$ cat src/hdl/lcdc_pkg.sv
// Package for the character LCD controller: beat types, operation codes,
// register indexes, command bytes and reset values. No dependencies.
`default_nettype none

package lcdc_pkg;

  localparam int unsigned LCDC_ROW_CHARS = 16;
  localparam int unsigned LCDC_WAIT_W    = 16;

  localparam logic [LCDC_WAIT_W-1:0] LCDC_POWER_ON_WAIT_RST = 16'd1311;
  localparam logic [LCDC_WAIT_W-1:0] LCDC_LONG_WAIT_RST     = 16'd66;
  localparam logic [LCDC_WAIT_W-1:0] LCDC_SHORT_WAIT_RST    = 16'd2;

  localparam logic [7:0] LCDC_CMD_WAKE    = 8'h03;
  localparam logic [7:0] LCDC_CMD_FUNC    = 8'h38;
  localparam logic [7:0] LCDC_CMD_ENTRY   = 8'h06;
  localparam logic [7:0] LCDC_CMD_DISPLAY = 8'h0C;
  localparam logic [7:0] LCDC_CMD_CLEAR   = 8'h01;
  localparam logic [7:0] LCDC_CMD_HOME    = 8'h02;
  localparam logic [7:0] LCDC_CMD_LINE2   = 8'hC0;
  localparam logic [7:0] LCDC_CHAR_SPACE  = 8'h20;
  localparam logic [7:0] LCDC_CHAR_NUL    = 8'h00;

  localparam logic [1:0] LCDC_WAKE_PULSES = 2'd3;

  typedef enum logic [2:0] {
    OP_NONE   = 3'd0,
    OP_INIT   = 3'd1,
    OP_ERASE  = 3'd2,
    OP_UPDATE = 3'd3,
    OP_WRITE  = 3'd4
  } lcdc_op_e;

  typedef enum logic [1:0] {
    ST_NONE     = 2'd0,
    ST_ACCEPTED = 2'd1,
    ST_REFUSED  = 2'd2
  } lcdc_status_e;

  typedef enum logic [1:0] {
    CFG_POWER_ON_WAIT = 2'd0,
    CFG_LONG_WAIT     = 2'd1,
    CFG_SHORT_WAIT    = 2'd2
  } lcdc_cfg_e;

  typedef struct packed {
    logic [2:0] operation;
    logic       tick;
    logic [4:0] text_index;
    logic [7:0] text_byte;
  } lcdc_item_t;

  typedef struct packed {
    logic       bus_write;
    logic       reg_select;
    logic [7:0] bus_data;
    logic       busy_res;
    logic [1:0] request_status;
  } lcdc_result_t;

  typedef struct packed {
    logic wr_en;
    logic clear;
    logic snapshot;
  } lcdc_store_ctl_t;

endpackage

`default_nettype wire

$ cat src/hdl/lcdc_text_store.sv
// Shadow and working text held in two banks with a bank pointer per entry.
// Depends on lcdc_pkg for the store control struct and the space code.
`default_nettype none

module lcdc_text_store
  import lcdc_pkg::*;
#(
  parameter int unsigned ROW_CHARS = LCDC_ROW_CHARS,
  localparam int unsigned TEXT_LEN = 2 * ROW_CHARS,
  localparam int unsigned AW = $clog2(TEXT_LEN)
) (
  input  wire logic            clk_i,
  input  wire logic            rst_ni,
  input  wire lcdc_store_ctl_t ctl_i,
  input  wire logic [AW-1:0]   wr_addr_i,
  input  wire logic [7:0]      wr_data_i,
  input  wire logic [AW-1:0]   rd_addr_i,
  output logic [7:0]           rd_char_o
);

  // The shadow copy of an entry lives in the bank named by cur_q, the
  // working copy in the bank named by snap_q. A write that would hit the
  // working copy goes to the other bank instead.
  logic [7:0]          bank0_q [TEXT_LEN];
  logic [7:0]          bank1_q [TEXT_LEN];
  logic [TEXT_LEN-1:0] vld0_q;
  logic [TEXT_LEN-1:0] vld1_q;
  logic [TEXT_LEN-1:0] cur_q;
  logic [TEXT_LEN-1:0] snap_q;
  logic                wr_bank;

  assign wr_bank = (cur_q[wr_addr_i] == snap_q[wr_addr_i]) ? ~cur_q[wr_addr_i]
                                                           : cur_q[wr_addr_i];

  always_ff @(posedge clk_i or negedge rst_ni) begin
    if (!rst_ni) begin
      vld0_q <= '0;
      vld1_q <= '0;
      cur_q  <= '0;
      snap_q <= '0;
    end else begin
      if (ctl_i.clear) begin
        vld0_q <= '0;
        vld1_q <= '0;
      end else if (ctl_i.wr_en) begin
        cur_q[wr_addr_i] <= wr_bank;
        if (wr_bank) begin
          vld1_q[wr_addr_i] <= 1'b1;
        end else begin
          vld0_q[wr_addr_i] <= 1'b1;
        end
      end
      if (ctl_i.snapshot) begin
        snap_q <= cur_q;
      end
    end
  end

  always_ff @(posedge clk_i) begin
    if (ctl_i.wr_en) begin
      if (wr_bank) begin
        bank1_q[wr_addr_i] <= wr_data_i;
      end else begin
        bank0_q[wr_addr_i] <= wr_data_i;
      end
    end
  end

  always_comb begin
    if (snap_q[rd_addr_i]) begin
      rd_char_o = vld1_q[rd_addr_i] ? bank1_q[rd_addr_i] : LCDC_CHAR_SPACE;
    end else begin
      rd_char_o = vld0_q[rd_addr_i] ? bank0_q[rd_addr_i] : LCDC_CHAR_SPACE;
    end
  end

endmodule

`default_nettype wire

$ cat src/hdl/lcdc_seq.sv
// Command sequencer: tick wait, request handling and at most one sequence step per
// item. Depends on lcdc_pkg; drives the text store's control and read port.
`default_nettype none

module lcdc_seq
  import lcdc_pkg::*;
#(
  parameter int unsigned ROW_CHARS = LCDC_ROW_CHARS,
  localparam int unsigned TEXT_LEN = 2 * ROW_CHARS,
  localparam int unsigned AW = $clog2(TEXT_LEN),
  localparam int unsigned CW = $clog2(ROW_CHARS + 1)
) (
  input  wire logic                   clk_i,
  input  wire logic                   rst_ni,
  input  wire logic                   step_i,
  input  wire lcdc_item_t             item_i,
  input  wire logic [LCDC_WAIT_W-1:0] power_on_wait_i,
  input  wire logic [LCDC_WAIT_W-1:0] long_wait_i,
  input  wire logic [LCDC_WAIT_W-1:0] short_wait_i,
  output logic [AW-1:0]               rd_addr_o,
  input  wire logic [7:0]             rd_char_i,
  output lcdc_store_ctl_t             store_ctl_o,
  output lcdc_result_t                result_o
);

  typedef enum logic [3:0] {
    SEQ_IDLE,
    INIT_POWER,
    INIT_PULSE,
    INIT_FUNC,
    INIT_ENTRY,
    INIT_DISPLAY,
    INIT_CLEAR,
    INIT_DONE,
    ERASE_CLEAR,
    ERASE_DONE,
    UPD_HOME,
    UPD_LINE1,
    UPD_NEXT,
    UPD_LINE2,
    UPD_DONE
  } seq_state_e;

  seq_state_e             state_q, state_d, cur;
  logic                   wait_q, wait_d;
  logic [LCDC_WAIT_W-1:0] rem_q, rem_d;
  logic [CW-1:0]          ci_q, ci_d;
  logic [1:0]             pulse_q, pulse_d;
  logic                   blank_q, blank_d;

  logic                   emit, emit_rs, start, blank_n;
  logic [7:0]             emit_data;
  logic [LCDC_WAIT_W-1:0] ticks;
  lcdc_store_ctl_t        ctl;
  lcdc_result_t           res;

  assign rd_addr_o = (state_q == UPD_LINE2) ? AW'(ROW_CHARS) + AW'(ci_q) : AW'(ci_q);
  assign blank_n   = blank_q | (rd_char_i == LCDC_CHAR_NUL);

  always_comb begin
    state_d   = state_q;
    wait_d    = wait_q;
    rem_d     = rem_q;
    ci_d      = ci_q;
    pulse_d   = pulse_q;
    blank_d   = blank_q;
    emit      = 1'b0;
    emit_rs   = 1'b0;
    emit_data = '0;
    start     = 1'b0;
    ticks     = short_wait_i;
    ctl       = '0;
    res       = '0;
    cur       = SEQ_IDLE;

    if (item_i.tick && wait_q) begin
      if (rem_q != '0) begin
        rem_d = rem_q - LCDC_WAIT_W'(1);
      end
      if (rem_d == '0) begin
        wait_d = 1'b0;
      end
    end

    case (lcdc_op_e'(item_i.operation))
      OP_INIT, OP_ERASE, OP_UPDATE: begin
        if (state_q != SEQ_IDLE) begin
          res.request_status = ST_REFUSED;
        end else begin
          res.request_status = ST_ACCEPTED;
          case (lcdc_op_e'(item_i.operation))
            OP_INIT:  state_d = INIT_POWER;
            OP_ERASE: state_d = ERASE_CLEAR;
            default: begin
              state_d      = UPD_HOME;
              ctl.snapshot = 1'b1;
            end
          endcase
        end
      end
      OP_WRITE: begin
        if (32'(item_i.text_index) < 32'(TEXT_LEN)) begin
          ctl.wr_en = 1'b1;
        end
      end
      default: ;
    endcase

    if (state_d != SEQ_IDLE && !wait_d) begin
      cur = state_d;
      case (cur)
        INIT_POWER: begin
          ctl.clear = 1'b1;
          start     = 1'b1;
          ticks     = power_on_wait_i;
          pulse_d   = '0;
          state_d   = INIT_PULSE;
        end
        INIT_PULSE: begin
          emit      = 1'b1;
          emit_data = LCDC_CMD_WAKE;
          ticks     = long_wait_i;
          pulse_d   = pulse_q + 2'd1;
          if (pulse_q == LCDC_WAKE_PULSES - 2'd1) begin
            pulse_d = '0;
            state_d = INIT_FUNC;
          end
        end
        INIT_FUNC: begin
          emit      = 1'b1;
          emit_data = LCDC_CMD_FUNC;
          state_d   = INIT_ENTRY;
        end
        INIT_ENTRY: begin
          emit      = 1'b1;
          emit_data = LCDC_CMD_ENTRY;
          state_d   = INIT_DISPLAY;
        end
        INIT_DISPLAY: begin
          emit      = 1'b1;
          emit_data = LCDC_CMD_DISPLAY;
          state_d   = INIT_CLEAR;
        end
        INIT_CLEAR, ERASE_CLEAR: begin
          emit      = 1'b1;
          emit_data = LCDC_CMD_CLEAR;
          ticks     = long_wait_i;
          state_d   = (cur == INIT_CLEAR) ? INIT_DONE : ERASE_DONE;
        end
        ERASE_DONE: begin
          ctl.clear = 1'b1;
          state_d   = SEQ_IDLE;
        end
        UPD_HOME: begin
          emit      = 1'b1;
          emit_data = LCDC_CMD_HOME;
          ticks     = long_wait_i;
          ci_d      = '0;
          blank_d   = 1'b0;
          state_d   = UPD_LINE1;
        end
        UPD_NEXT: begin
          emit      = 1'b1;
          emit_data = LCDC_CMD_LINE2;
          ci_d      = '0;
          blank_d   = 1'b0;
          state_d   = UPD_LINE2;
        end
        UPD_LINE1, UPD_LINE2: begin
          emit      = 1'b1;
          emit_rs   = 1'b1;
          blank_d   = blank_n;
          emit_data = blank_n ? LCDC_CHAR_SPACE : rd_char_i;
          ci_d      = ci_q + CW'(1);
          if (ci_d == CW'(ROW_CHARS)) begin
            state_d = (cur == UPD_LINE1) ? UPD_NEXT : UPD_DONE;
          end
        end
        default: begin
          state_d = SEQ_IDLE;
        end
      endcase
    end

    if (emit) begin
      start          = 1'b1;
      res.bus_write  = 1'b1;
      res.reg_select = emit_rs;
      res.bus_data   = emit_data;
    end
    if (start) begin
      wait_d = 1'b1;
      rem_d  = (ticks == '0) ? LCDC_WAIT_W'(1) : ticks;
    end
    res.busy_res = (state_d != SEQ_IDLE);
  end

  assign store_ctl_o = step_i ? ctl : '0;
  assign result_o    = res;

  always_ff @(posedge clk_i or negedge rst_ni) begin
    if (!rst_ni) begin
      state_q <= SEQ_IDLE;
      wait_q  <= 1'b0;
      rem_q   <= '0;
      ci_q    <= '0;
      pulse_q <= '0;
      blank_q <= 1'b0;
    end else if (step_i) begin
      state_q <= state_d;
      wait_q  <= wait_d;
      rem_q   <= rem_d;
      ci_q    <= ci_d;
      pulse_q <= pulse_d;
      blank_q <= blank_d;
    end
  end

endmodule

`default_nettype wire

$ cat src/hdl/lcd_character_controller.sv
// Top level of the character LCD controller: input and result registers,
// wait registers and the instances of lcdc_seq and lcdc_text_store.
// Depends on lcdc_pkg.
//
//   port group      direction  flow control     beat
//   in_*            in         valid / stall    lcdc_item_t
//   out_*           out        valid / stall    lcdc_result_t
//   cfg_*           in         valid / ready    register index and 16-bit value
//
// One beat is taken per cycle while the input is not stalled; its result is registered through
// the input register and then the result register, around one step of the sequencer.
// After reset the wait registers hold their defaults and the text reads as spaces.
// A stalled output holds its beat; input stall follows once both registers are full.
// Configuration writes are always ready.
`default_nettype none

module lcd_character_controller
  import lcdc_pkg::*;
#(
  parameter int unsigned ROW_CHARS = LCDC_ROW_CHARS
) (
  input  wire logic                   clk_i,
  input  wire logic                   rst_ni,
  input  wire logic                   in_valid_i,
  output logic                        in_stall_o,
  input  wire lcdc_item_t             in_data_i,
  output logic                        out_valid_o,
  input  wire logic                   out_stall_i,
  output lcdc_result_t                out_data_o,
  input  wire logic                   cfg_valid_i,
  output logic                        cfg_ready_o,
  input  wire logic [1:0]             cfg_index_i,
  input  wire logic [LCDC_WAIT_W-1:0] cfg_data_i
);

  localparam int unsigned AW = $clog2(2 * ROW_CHARS);

  lcdc_item_t             item_q;
  logic                   in_vld_q;
  lcdc_result_t           res_q;
  logic                   out_vld_q;
  logic [LCDC_WAIT_W-1:0] power_on_wait_q, long_wait_q, short_wait_q;

  logic                   out_free, advance;
  lcdc_result_t           res;
  lcdc_store_ctl_t        store_ctl;
  logic [AW-1:0]          rd_addr;
  logic [7:0]             rd_char;

  assign out_free    = !out_vld_q || !out_stall_i;
  assign advance     = in_vld_q && out_free;
  assign in_stall_o  = in_vld_q && !out_free;
  assign out_valid_o = out_vld_q;
  assign out_data_o  = res_q;
  assign cfg_ready_o = 1'b1;

  always_ff @(posedge clk_i or negedge rst_ni) begin
    if (!rst_ni) begin
      in_vld_q        <= 1'b0;
      out_vld_q       <= 1'b0;
      power_on_wait_q <= LCDC_POWER_ON_WAIT_RST;
      long_wait_q     <= LCDC_LONG_WAIT_RST;
      short_wait_q    <= LCDC_SHORT_WAIT_RST;
    end else begin
      if (!in_stall_o) begin
        in_vld_q <= in_valid_i;
      end
      if (out_free) begin
        out_vld_q <= in_vld_q;
      end
      if (cfg_valid_i && cfg_ready_o) begin
        case (lcdc_cfg_e'(cfg_index_i))
          CFG_POWER_ON_WAIT: power_on_wait_q <= cfg_data_i;
          CFG_LONG_WAIT:     long_wait_q     <= cfg_data_i;
          CFG_SHORT_WAIT:    short_wait_q    <= cfg_data_i;
          default: ;
        endcase
      end
    end
  end

  always_ff @(posedge clk_i) begin
    if (in_valid_i && !in_stall_o) begin
      item_q <= in_data_i;
    end
    if (advance) begin
      res_q <= res;
    end
  end

  lcdc_seq #(
    .ROW_CHARS(ROW_CHARS)
  ) u_seq (
    .clk_i          (clk_i),
    .rst_ni         (rst_ni),
    .step_i         (advance),
    .item_i         (item_q),
    .power_on_wait_i(power_on_wait_q),
    .long_wait_i    (long_wait_q),
    .short_wait_i   (short_wait_q),
    .rd_addr_o      (rd_addr),
    .rd_char_i      (rd_char),
    .store_ctl_o    (store_ctl),
    .result_o       (res)
  );

  lcdc_text_store #(
    .ROW_CHARS(ROW_CHARS)
  ) u_store (
    .clk_i    (clk_i),
    .rst_ni   (rst_ni),
    .ctl_i    (store_ctl),
    .wr_addr_i(AW'(item_q.text_index)),
    .wr_data_i(item_q.text_byte),
    .rd_addr_i(rd_addr),
    .rd_char_o(rd_char)
  );

endmodule

`default_nettype wire

$ cat config.mk
export PLATFORM = sky130hd
export DESIGN_NAME = lcd_character_controller
export DESIGN_NICKNAME = d
export VERILOG_FILES = /design/src/hdl/lcdc_pkg.sv /design/src/hdl/lcdc_text_store.sv /design/src/hdl/lcdc_seq.sv /design/src/hdl/lcd_character_controller.sv
export SDC_FILE = /design/constraint.sdc
export NUM_CORES = 1
export LEC_CHECK = 0
export BUFFER_PORTS_ARGS = -buffer_cell sky130_fd_sc_hd__buf_2
export CAP_MARGIN = 20
export CORE_UTILIZATION = 45
export DETAILED_ROUTE_END_ITERATION = 8
export MAX_ROUTING_LAYER = met4
export PLACE_DENSITY = 0.62
export SLEW_MARGIN = 0
export SYNTH_ARGS = -nofsm -noshare
export SYNTH_HDL_FRONTEND = slang
export SYNTH_SLANG_ARGS = --single-unit
$ cat constraint.sdc
create_clock -name clk_i -period 8.9 [get_ports clk_i]
set_clock_uncertainty 0.05 [all_clocks]
set_input_delay 0.445 -clock clk_i [delete_from_list [all_inputs] [get_ports clk_i]]
set_output_delay 0.445 -clock clk_i [all_outputs]
set_load 0.05 [all_outputs]
After elaboration in Yosys (flattened, before gate mapping)
Memory sizes are Yosys's and may differ from the RTL's.
Cells that the tools add are included.
Widths: inputs -> output; s select.

operators by class
  $lt $le $gt $ge = 3
  bitwise logic cells = 5
  equal/unequal tests = 23
  reduce and logical (&&, ||, !) cells = 43
  muxes and demuxes = 72
  add/subtract/negate cells = 4

operator list
  cell                   count
  $mux 32                6
  $mux 16                6
  $or 32x32->32          2
  $pmux 8 s8             1
  $mux 8                 5
  $pmux 4 s9             1
  $bwmux 32              1
  $logic_not 16->1       2
  $pmux 16 s2            1
  $mux 1                 29
  $eq 4x4->1 const B     7
  $bmux 1 s5             5
  $mux 4                 6
  $reduce_and 2->1       8
  $reduce_bool 16->1     1
  $sub 16x1->16 const B  1
  $eq 4x3->1 const B     3
  $lt 5x6->1 const B     2
  $reduce_bool 4->1      3
  $mux 10                1
  $pmux 5 s2             1
  $reduce_bool 2->1      5
  $reduce_or 10->1       1
  $reduce_or 2->1        5
  31 further kinds       47

word-level totals
  memories = 2
  logic and storage cells = 176
  flip-flop bits (word level) = 237
  memory bits (writable) = 512

memory list
  memory           depth  width  read ports  clocked after Yosys merged registers in  wr ports  line                   RTL
  u_store.bank0_q  32     8      1           0                                        1         lcdc_text_store.sv:24  logic [7:0] bank0_q [TEXT_LEN];
  u_store.bank1_q  32     8      1           0                                        1         lcdc_text_store.sv:25  logic [7:0] bank1_q [TEXT_LEN];

Longest topological paths before layout
Gate-level depths: netlist of run 1.

  depth in word-level cells = 12
  gate-level depth with buffers = 14
  mapped depth without buffers = 11

Modules after synthesis
A second synthesis of run 1 with hierarchy kept.

second synthesis, totals
  cell total of the unflattened synthesis = 2187
  area total of the unflattened synthesis = 32650.1 um2

by module, submodules not included
  module                    sequential area each (um2)  cells an instance  instances  area an instance (um2)
  lcdc_text_store           18577.8                     1624               1          26658.1
  lcdc_seq                  725.7                       421                1          3165.5
  lcd_character_controller  2164.6                      142                1          2826.5

Least setup slack after synthesis of run 1
Ideal clock, no wire load.

  path kind = flip-flop to flip-flop
  from = register item_q[8] (netlist bit)
  to = memory u_store.bank1_q[0][0] (enable)
  stages on the path, launching flop included = 9
  slack = 5660 ps
  required time = 8476 ps
  period minus slack after synthesis = 3240 ps
  data arrival time = 2816 ps
  cell sequence = edfxtp_1 > buf_1 > mux4_2 > a22oi_1 > nand4_1 > nand2b_1 > clkbuf_1 > clkbuf_1 > nor2_1

between the ends
  longest elaborated chain between the ends = 7

ends and longest elaborated chain
  element                                  line                                          RTL
  start: declaration                       lcd_character_controller.sv:38                lcdc_item_t item_q;
  start signal: assignment                 lcd_character_controller.sv:84                item_q <= in_data_i;
  $bmux 1 s5 (on tied branches)            lcdc_text_store.sv:32, lcdc_text_store.sv:33
  $mux 1 (on tied branches)                lcdc_text_store.sv:32, lcdc_text_store.sv:33
  $eq 1x1->1 or $not 1->1 (tied branches)  lcdc_text_store.sv:32                         assign wr_bank = (cur_q[wr_addr_i] == snap_q[wr_addr_i]) ? ~cur_q[wr_addr_i]
  $mux 1                                   lcdc_text_store.sv:32
  $mux 1                                   lcdc_text_store.sv:61                         if (wr_bank) begin
  $mux 1                                   lcdc_text_store.sv:60                         if (ctl_i.wr_en) begin
  $mux 1 (not written as such)             lcdc_text_store.sv:62                         bank1_q[wr_addr_i] <= wr_data_i;
  end: declaration                         lcdc_text_store.sv:25

Parallel ways exist; a longest one is shown, timed or not. The select of a mux whose other input is x is not followed.

Final worst setup path of run 1
  from = register u_seq.ci_q[1]
  to = register res_q (netlist bit out_data_o[8]), data pin

between the ends
  longest elaborated chain between the ends = 10

ends and longest elaborated chain
  element                        line                                          RTL
  start: declaration             lcdc_seq.sv:47                                logic [CW-1:0] ci_q, ci_d;
  start signal: assignment       lcdc_seq.sv:213                               ci_q <= ci_d;
  $add 5x5->5                    lcdc_seq.sv:57                                assign rd_addr_o = (state_q == UPD_LINE2) ? AW'(ROW_CHARS) + AW'(ci_q) : AW'(ci_q);
  $mux 5 *                       lcdc_seq.sv:57
  $bmux 1 s5 (on tied branches)  lcdc_text_store.sv:73, lcdc_text_store.sv:71
  $mux 1 (on tied branches)      lcdc_text_store.sv:73, lcdc_text_store.sv:71
  $mux 8 (on tied branches)      lcdc_text_store.sv:73, lcdc_text_store.sv:71
  $mux 8 *                       lcdc_text_store.sv:70                         if (snap_q[rd_addr_i]) begin
  $logic_not 8->1                lcdc_seq.sv:58                                assign blank_n = blank_q | (rd_char_i == LCDC_CHAR_NUL);
  $or 1x1->1                     lcdc_seq.sv:58
  $mux 8 *                       lcdc_seq.sv:173                               emit_data = blank_n ? LCDC_CHAR_SPACE : rd_char_i;
  $pmux 8 s8 *                   lcdc_seq.sv:111                               case (cur)
  end signal: assignment         lcd_character_controller.sv:87                res_q <= res;
  end: declaration               lcd_character_controller.sv:40                lcdc_result_t res_q;

Every way passes the cells marked *; elsewhere a longest branch is shown, timed or not. The select of a mux whose other input is x is not followed.
A chain may end at the register's enable or synchronous reset.

==> results.yml, run 1 <==
setup_path:
  path_cells: "buf_4 -> buf_4 -> nor2b_1 -> a22oi_1 -> nand4_1 -> a221oi_1 -> and2_1 -> nor4_1 -> nand4_1 -> and4b_1 -> o21a_1"
  worstPathRequired_ns: 9.34
  crit_buf_inv: 2
  cp_top_family: "simple AND/OR/NAND/NOR gates"
  end_kind: "flip-flop"
  cpPeakStageDelay_ns: 0.89
  critPathLaunchType: "flip-flop"
  arrival_ns: 5.38
  criticalPathCategory: "reg -> reg"
  cp_max_fo: 40
  cp_slowest_cell: "nor2b_1"
global_routing:
  grt_use_total_pct: 23.6
  grt_pass1_wl_um: 119000
  grt_overflow: 0
  antenna_found_initial: 0
  grt_max_degree: 81
  grt_pass1_vias: 18300
routing:
  wire_per_inst_um: 26.7
  drt_iter0_markers: 1797
  routed_wl_um: 79800
  via_per_inst: 6.04
  drt_first_pass_iters: 6
  vias: 18100
  ant_nets: 0
  drc_errors: 0
cells_and_area:
  drive_above_1_share_pct: 24.8
  final_cells: 2988
  fin_nets: 2035
  diodes: 0
  area.growth.synth_to_final_pct: 13.9
  fillCellCount: 5578
synth:
  synth_top_flop_cell: "edfxtp_1"
  synth-seq-area-share_pct: 68.8
  syn-instance-count: 1887
  synth_area_leaders: "edfxtp_1 52%, dfrtp_1 16%, mux4_2 11%"
  async_flop_share_pct: 27.6
  ys_types: 81
  synth_seq_cells: 749
  synthesis.nets: 1929
  synth_top_area_share_pct: 52.2
  synth.largest_area_cell: "edfxtp_1"
  synth_area_um2: 31200
  synth_most_common_cell: "edfxtp_1"
  yosys_warnings: 0
  synth.avg_cell_area_um2: 16.5
  synth_common_cells: "542 x edfxtp_1, 197 x dfrtp_1, 159 x mux4_2, 108 x nor2_1, 103 x nand2_1"
  synth_edf_count: 542
timing:
  hold_viol: 0
  relSlewSlack_pct: 25.4
  period_share_pct: 55.5
  slew_viol_final: 0
  tns_ns: 0
  rsz0062_at_grt: "false"
  setup_viol: 0
  max_slew.worst_pin.slew_ns: 1.11
  post-route-min-period_ns: 4.94
  fmax_mhz: 202
die:
  die-area_um2: 70400
  initial_utilization_pct: 45.5
  fp.dieW_um: 265
  ios: 56
  core-area_um2: 68600
  placementRows: 96
  die_h_um: 265
cts:
  cts_sinks: 749
  cts-buffers-inserted: 80
  h-tree-depth: 3
  post_cts_buffers: 0
  clkLatencyLatePin_ns: 0.63
  cts_buffer_depth: 3
  clockRootBuffer: "clkbuf_16"
  cts_tree: "yes"
  clk_pin_slew_ns: 0.06
pwr:
  leakage_uw: 0.0121
  switching_share_pct: 23.1
  p_int_uw: 6040
  seqPwrFrac_pct: 51.1
  pwr-share-comb_pct: 6.7
  clock_power_share_pct: 42.2
  switchingPower_uw: 1820
  power_density_nw_per_um2: 221
  vdd_drop_max_v: 0.000170
placed_design:
  portBuffers: 54
  dp_cells: 2814
  post-dp-hpwl_um: 49800
  routabilityCongestion: 0.927
status:
  status: "completed"
flow_run:
  cap_violations: 0
min_path:
  min_path_type: "in -> reg"
sequential cells by signal, indices dropped and copies added (netlist names), 4 cells and up:
name / flops
long_wait_q: 16
u_seq.state_q: 4
u_seq.ci_q: 5
u_store.vld1_q: 32
item_q: 17
u_seq.rem_q: 16
u_store.vld0_q: 32
u_store.bank1_q: 256
power_on_wait_q: 16
u_store.cur_q: 32
u_store.bank0_q: 256
out_data_o: 13
short_wait_q: 16
u_store.snap_q: 32
worst paths after layout:
path	start	to	slack (ns)	depth (start not counted)
min in group asynchronous	rst_ni	u_seq.rem_q[8]	0.32	2
worst min-delay path	cfg_data_i[11]	power_on_wait_q[11]	0.03	2
worst max register to register	u_seq.ci_q[1]	out_data_o[8]	3.96	11
max in group asynchronous	rst_ni	u_store.vld0_q[7]	6.55	5
worst min register to register	u_store.vld0_q[15]	u_store.vld0_q[15]	0.44	1
worst max-delay path	u_seq.ci_q[1]	out_data_o[8]	3.96	11
layout by cell type (no fill, tap or decap), drive strengths merged, types with 16 or more instances in the layout:
master,instances
nand3,27
mux2i,37
o21ai,90
a21oi,43
clkinv,25
nor2,109
dfrtp,197
mux2,86
inv,16
dlygate4sd3,22
clkbuf,111
nor3,19
a22o,16
nor4,19
nand2,104
o21a,67
a22oi,45
buf,115
mux4,159
edfxtp,542
kinds of logic (layout without fill, tap and decap cells):
logic type      Yosys count  after routing  share of synthesized area, %
xor+xnor                  6              6                         0.168
mux                     282            282                          15.8
simple gates            374            374                          5.93
compound gates          347            347                          7.53
buf+inv                 126            296                          1.73
other cells               1              1                        0.0120
fa+ha+maj                 2              2                        0.0802
flops                   749            749                          68.8
final cells by class:
class / instances / area [um2] / share of cell area [%]
flip-flops and latches: 749 / 21500 / 60.4
multi-input cells: 1012 / 9220 / 25.9
clock buffers: 111 / 2270 / 6.39
well taps: 931 / 1160 / 3.28
repair buffers: 137 / 1010 / 2.85
clock inverters: 35 / 353 / 0.993
inverters: 13 / 48.8 / 0.137
per-stage QoR:
| step | hold WS (ns) | total power [uW] | cell area [um2] | util [%] | setup slack (ns) |
|---|---|---|---|---|---|
| 6_report | 0.0286 | 7860 | 35500 | 51.8 | 3.96 |
| 5_1_grt | 0.0276 | 8100 | 35500 | 51.8 | 3.49 |
| 4_1_cts | 0.00152 | 7900 | 35500 | 51.7 | 3.80 |
| 3_5_place_dp | 0.383 | 4600 | 32600 | 47.6 | 3.86 |
| 3_3_place_gp | 0.370 | 4580 | 32600 | 47.5 | 4.06 |
| 2_1_floorplan | 0.0994 | 4400 | 31200 | - | 5.66 |
what timing repair did:
action	CTS	global route
hold buffers	22	0
resized for setup	0	0
setup endpoints to repair	0	0
hold endpoints to repair	73	0
worst register-to-register path, delay by kind of cell, from the launching register on:
kind / cells / cell delay (ns)
buf+inv: 2 / 1.28
flops: 1 / 0.61
compound gates: 3 / 0.53
simple gates: 6 / 2.32
layer usage:
layer | track usage (%) | wire, um | up-vias
met4 | 8.15 | 2550 | 0
met5 | - | 0 | -
met1 | 31.0 | 32900 | 9485
li1 | - | - | 7711
met2 | 37.9 | 39800 | 693
met3 | 3.43 | 4580 | 161
power groups by stage:
stage / Clock (uW) / Combinational, uW / Sequential, uW
2_1_floorplan: 0 / 354 / 4040
3_3_place_gp: 0 / 506 / 4080
3_5_place_dp: 0 / 517 / 4080
4_1_cts: 3370 / 527 / 4010
5_1_grt: 3490 / 581 / 4030
6_report: 3320 / 529 / 4010
(Power assumes the default switching activity.)
==> inputs of run 2 (changes only) <==
- clock period: 8.9 -> 5.2 ns (I/O delays scaled with it)
==> run 2 against run 1 <==
Net effect: clock power increased by 66%; critical path depth decreased by 5; die area unchanged; highest routed layer unchanged.
==> results.yml, run 2 (synthesis gave the netlist of run 1 again) <==
setup_path:
  end_kind: "flip-flop"
  critPathLaunchType: "flip-flop"
  worstPathRequired_ns: 5.40
  path_cells: "mux4_2 -> a22oi_1 -> nand4_1 -> nand2b_2 -> buf_4 -> nor2_1"
  crit_buf_inv: 1
  cp_slowest_cell: "edfxtp_1"
  cpPeakStageDelay_ns: 0.92
  cp_max_fo: 33
  cp_top_family: "simple AND/OR/NAND/NOR gates"
  criticalPathCategory: "reg -> reg"
  arrival_ns: 4.39
global_routing:
  antenna_found_initial: 0
  grt_max_degree: 99
  grt_use_total_pct: 23.6
  grt_pass1_vias: 18300
  grt_pass1_wl_um: 119000
  grt_overflow: 0
die:
  die-area_um2: 70400
  fp.dieW_um: 265
  initial_utilization_pct: 45.5
  placementRows: 96
  die_h_um: 265
  core-area_um2: 68600
  ios: 56
pwr:
  switching_share_pct: 23.8
  clock_power_share_pct: 41.3
  p_int_uw: 10200
  power_uw: 13300
  vdd_drop_max_v: 0.000285
  power_density_nw_per_um2: 373
  seqPwrFrac_pct: 51.1
  leakage_uw: 0.0122
  pwr-share-comb_pct: 7.5
  switchingPower_uw: 3180
cts:
  ctsResizeCount: 0
  clk_pin_slew_ns: 0.06
  post_cts_buffers: 0
  cts_tree: "yes"
  clkLatencyLatePin_ns: 0.65
  cts_buffer_depth: 3
  clockRootBuffer: "clkbuf_16"
  cts_sinks: 749
  cts-buffers-inserted: 79
  h-tree-depth: 3
timing:
  rsz0062_at_grt: "false"
  post-route-min-period_ns: 4.19
  relSlewSlack_pct: 28.1
  fmax_mhz: 238
  slew_viol_final: 0
  max_slew.worst_pin.slew_ns: 1.08
  setup_viol: 0
  period_share_pct: 80.7
  hold_viol: 0
  tns_ns: 0
cells_and_area:
  fin_nets: 2066
  mostFrequentLayoutCells: "542 x edfxtp_1, 194 x dfrtp_1, 159 x mux4_2"
  final_common_cell: "edfxtp_1"
  diodes: 0
  drive_above_1_share_pct: 25.2
  largestRegisters: "u_store.bank0_q (256), u_store.bank1_q (256)"
  area.growth.synth_to_final_pct: 14.6
routing:
  drc_errors: 0
  routed_wl_um: 79100
  drt_first_pass_iters: 8
  via_per_inst: 6.01
  vias: 18100
  drt_iter0_markers: 2072
  ant_nets: 0
  wire_per_inst_um: 26.2
placed_design:
  post-dp-hpwl_um: 50200
  routabilityCongestion: 0.927
  portBuffers: 54
status:
  status: "completed"
min_path:
  min_path_type: "in -> async"
flow_run:
  cap_violations: 0
==> run 2: layout make-up <==
| cell class | count | area (um2) |
|---|---|---|
| Fill cell | 5526 | 32800 |
| Sequential cell | 749 | 21500 |
| Multi-Input combinational cell | 1012 | 9230 |
| Clock buffer | 112 | 2210 |
| Timing Repair Buffer | 169 | 1290 |
| Tap cell | 931 | 1160 |
| Clock inverter | 35 | 353 |
| Inverter | 13 | 48.8 |
==> run 2: repair_timing <==
item,in CTS,in global routing
hold buffers,37,0
endpoints found under the setup margin,0,0
endpoints found under the hold margin,134,0
==> run 2: metal layers <==
layer  up-vias  track usage [%]  share of wire, %
li1       7783                -                 -
met1      9549             31.9                42
met2       687             37.3                49
met3       127             3.64               6.1
met4         0             6.56               2.6
met5         -                -                 0
==> run 2: path summary, 6_finish.rpt <==
path | startpoint | end | slack, ns | cells past startpoint
worst max-delay path | item_q[8] | u_store.bank1_q[4][2] | 1.01 | 6
worst min-delay path | rst_ni | u_store.vld1_q[27] | 0.16 | 2
worst max register to register | item_q[8] | u_store.bank1_q[4][2] | 1.01 | 6
max in group asynchronous | rst_ni | power_on_wait_q[8] | 3.90 | 3
worst min register to register | u_store.vld0_q[14] | u_store.vld0_q[14] | 0.43 | 1
min in group clk_i | cfg_index_i[1] | power_on_wait_q[8] | 0.20 | 4
==> run 2: power by group through the flow <==
stage               sequential, uW  clock (uW)  combinational, uW
detailed placement            6930           0                977
global placement              6930           0                956
finish                        6820        5510               1010
global route                  6840        5820               1090
floorplan                     6920           0                607
CTS                           6810        5590               1000
==> run 2: worst register-to-register path, cell delays in order, from the launching register on <==
cell and delay [ns]:
edfxtp_1 0.92, mux4_2 0.68, a22oi_1 0.23, nand4_1 0.45
nand2b_2 0.37, buf_4 0.25, nor2_1 0.86
==> run 2: through the flow <==
stage	util [%]	hold slack, ns	instances	worst slack [ns]	instance area (um2)
floorplan	-	-0.0856	1887	1.96	31200
global placement	47.9	0.276	2836	0.998	32800
detailed placement	47.9	0.285	2837	0.937	32800
CTS	52.2	0.183	3021	0.931	35800
global route	52.2	0.198	3021	0.634	35800
finish	52.2	0.163	3021	1.01	35800
==> inputs of run 3 (changes only) <==
- ABC_AREA: not set -> 1
- PLACE_DENSITY: 0.62 -> 0.65
- clock period: 5.2 -> 3.6 ns (I/O delays scaled with it)
==> run 3 against run 2 <==
Net effect: final area rose by 4.2%; first-iteration DRC count grew 12%; synthesized cell count up 59%; combinational power increased by 40%; non-clock buffer count is 52 higher; sequential share of layout area shrank 2.4 points; largest cell class unchanged; highest routed layer unchanged.
==> results.yml, run 3 <==
cells_and_area:
  fin_nets: 3169
  area.growth.synth_to_final_pct: 15.7
  fillCellCount: 6074
  largestRegisters: "u_store.bank0_q (256), u_store.bank1_q (256)"
  diodes: 0
  final_common_cell: "edfxtp_1"
  regArea_um2: 21500
  drive_above_1_share_pct: 12.2
  multi_input_area_um2: 9230
  mostFrequentLayoutCells: "542 x edfxtp_1, 483 x nand2_1, 470 x nor2_1"
timing:
  fmax_mhz: 306
  relSlewSlack_pct: 22.1
  slew_viol_final: 0
  setup_viol: 0
  rsz0062_at_grt: "false"
  period_share_pct: 90.8
  post-route-min-period_ns: 3.27
  tns_ns: 0
  max_slew.worst_pin.slew_ns: 1.16
  hold_viol: 0
  final.setup.worst_slack_ns: 0.333
die:
  die_h_um: 270
  fp.dieW_um: 270
  placementRows: 97
  core-area_um2: 70400
  die-area_um2: 72600
  ios: 56
  initial_utilization_pct: 45.8
global_routing:
  grt_pass1_wl_um: 136000
  antenna_found_initial: 0
  grt_max_degree: 128
  grt_pass1_vias: 23300
  grt_overflow: 0
  grt_use_total_pct: 24.9
setup_path:
  end_kind: "flip-flop"
  worstPathRequired_ns: 3.79
  criticalPathCategory: "reg -> reg"
  cp_max_fo: 32
  critPathLaunchType: "flip-flop"
  arrival_ns: 3.45
pwr:
  power_density_nw_per_um2: 523
  vdd_drop_max_v: 0.000337
  leakage_uw: 0.0146
flow_run:
  cap_violations: 0
synth:
  yosys_warnings: 0
  ys_types: 49
  synth-seq-area-share_pct: 66.7
  synth_most_common_cell: "edfxtp_1"
  synth_area_leaders: "edfxtp_1 51%, dfrtp_1 15%, o21ai_0 7.3%"
  synth_common_cells: "542 x edfxtp_1, 483 x nand2_1, 470 x nor2_1, 467 x o21ai_0, 197 x dfrtp_1"
  synth_seq_cells: 749
  synth_area_um2: 32200
  synth_top_flop_cell: "edfxtp_1"
  synthesis.nets: 3046
  synth.largest_area_cell: "edfxtp_1"
  synth_edf_count: 542
  synth.avg_cell_area_um2: 10.7
  syn-instance-count: 3004
  synth_top_area_share_pct: 50.5
  async_flop_share_pct: 27.6
cts:
  cts_buffer_depth: 3
  clockRootBuffer: "clkbuf_16"
  cts-buffers-inserted: 79
  clkLatencyLatePin_ns: 0.63
  clk_pin_slew_ns: 0.06
  h-tree-depth: 3
  cts_tree: "yes"
  cts_sinks: 749
status:
  status: "completed"
routing:
  drt_first_pass_iters: 6
  drt_iter0_markers: 2322
  drc_errors: 0
  ant_nets: 0
  vias: 23600
  wire_per_inst_um: 21.3
  routed_wl_um: 88100
  via_per_inst: 5.70
placed_design:
  portBuffers: 54
  routabilityCongestion: 0.922
  place_ws_ns: 0.306
  post-dp-hpwl_um: 54100
min_path:
  min_path_type: "in -> reg"
## run 3: cell types whose count changed after synthesis, sizes merged, moves of 39 or more
cell    change
o21ai     +403
buf        +39
o221ai     +89
o21a       -67
nor2      +369
nand3     +111
inv       +165
mux4      -159
nand2     +393
mux2       -59
## run 3: timing repair
item	CTS	global route
setup buffers	0	0
gates resized for setup	0	6
setup endpoints to repair	0	59
endpoints found under the hold margin	181	1
hold buffers	38	3
## run 3: cell families after synthesis
family                     Yosys count  synth area share [%]
other                                1                0.0116
DFF                                749                  66.7
buffers and inverters              361                  4.75
muxes                               27                 0.944
xor gates and xnor gates             8                 0.218
adders and majority gates            2                0.0777
AOI/OAI and AO/OA                  720                  13.0
and+or+nand+nor                   1136                  14.4
## run 3: critical path: stages (launching register included)
cell and delay (ns):
edfxtp_1 0.45, nand2_1 0.17, inv_1 0.24, buf_4 0.24, a22oi_1 0.11, a21boi_0 0.20, a2111oi_0 0.09, nand2_1 0.13
nand2_1 0.12, buf_12 0.19, nor2_1 0.88
## run 3: layout make-up
cell class,count,share of cell area [%]
Sequential cell,749,57.6
Multi-Input combinational cell,1894,24.8
Clock buffer,107,6.11
Timing Repair Buffer,221,5.33
Tap cell,940,3.16
Inverter,182,1.87
Clock inverter,37,1.16
## run 3: path summary, 6_finish.rpt
check / depth (start not counted) / to / start / slack [ns]
max: 10 / u_store.bank0_q[11][3] / item_q[8] / 0.33
min: 4 / long_wait_q[6] / cfg_index_i[0] / 0.13
max reg2reg: 10 / u_store.bank0_q[11][3] / item_q[8] / 0.33
min reg2reg: 2 / out_valid_o / in_vld_q / 0.42
max in group asynchronous: 3 / u_store.snap_q[9] / rst_ni / 2.29
min in group asynchronous: 2 / out_valid_o / rst_ni / 0.22
## run 3: per-stage QoR
| stage | instance area [um2] | cells | utilization [%] | hold slack [ns] | power, uW |
|---|---|---|---|---|---|
| CTS | 37100 | 4115 | 52.7 | 0.185 | 19600 |
| global placement | 34000 | 3931 | 48.2 | 0.307 | 11200 |
| global route | 37300 | 4130 | 53.0 | 0.151 | 20100 |
| detailed placement | 34000 | 3933 | 48.3 | 0.308 | 11200 |
| floorplan | 32200 | 3004 | - | -0.166 | 10700 |
| finish | 37300 | 4130 | 53.0 | 0.129 | 19500 |
## run 3: routing by layer
layer | GRT usage, % | vias up | wire length (um)
met3 | 4.34 | 178 | 6410
met1 | 32.6 | 11700 | 36800
li1 | - | 10800 | -
met5 | - | - | 0
met4 | 8.61 | 0 | 2840
met2 | 39.2 | 919 | 42100
## run 3: report_power, final
| part | switching [uW] | total (uW) | internal, uW |
|---|---|---|---|
| registers | 167 | 9710 | 9540 |
| logic | 1000 | 1410 | 404 |
| clock network | 3430 | 8400 | 4970 |
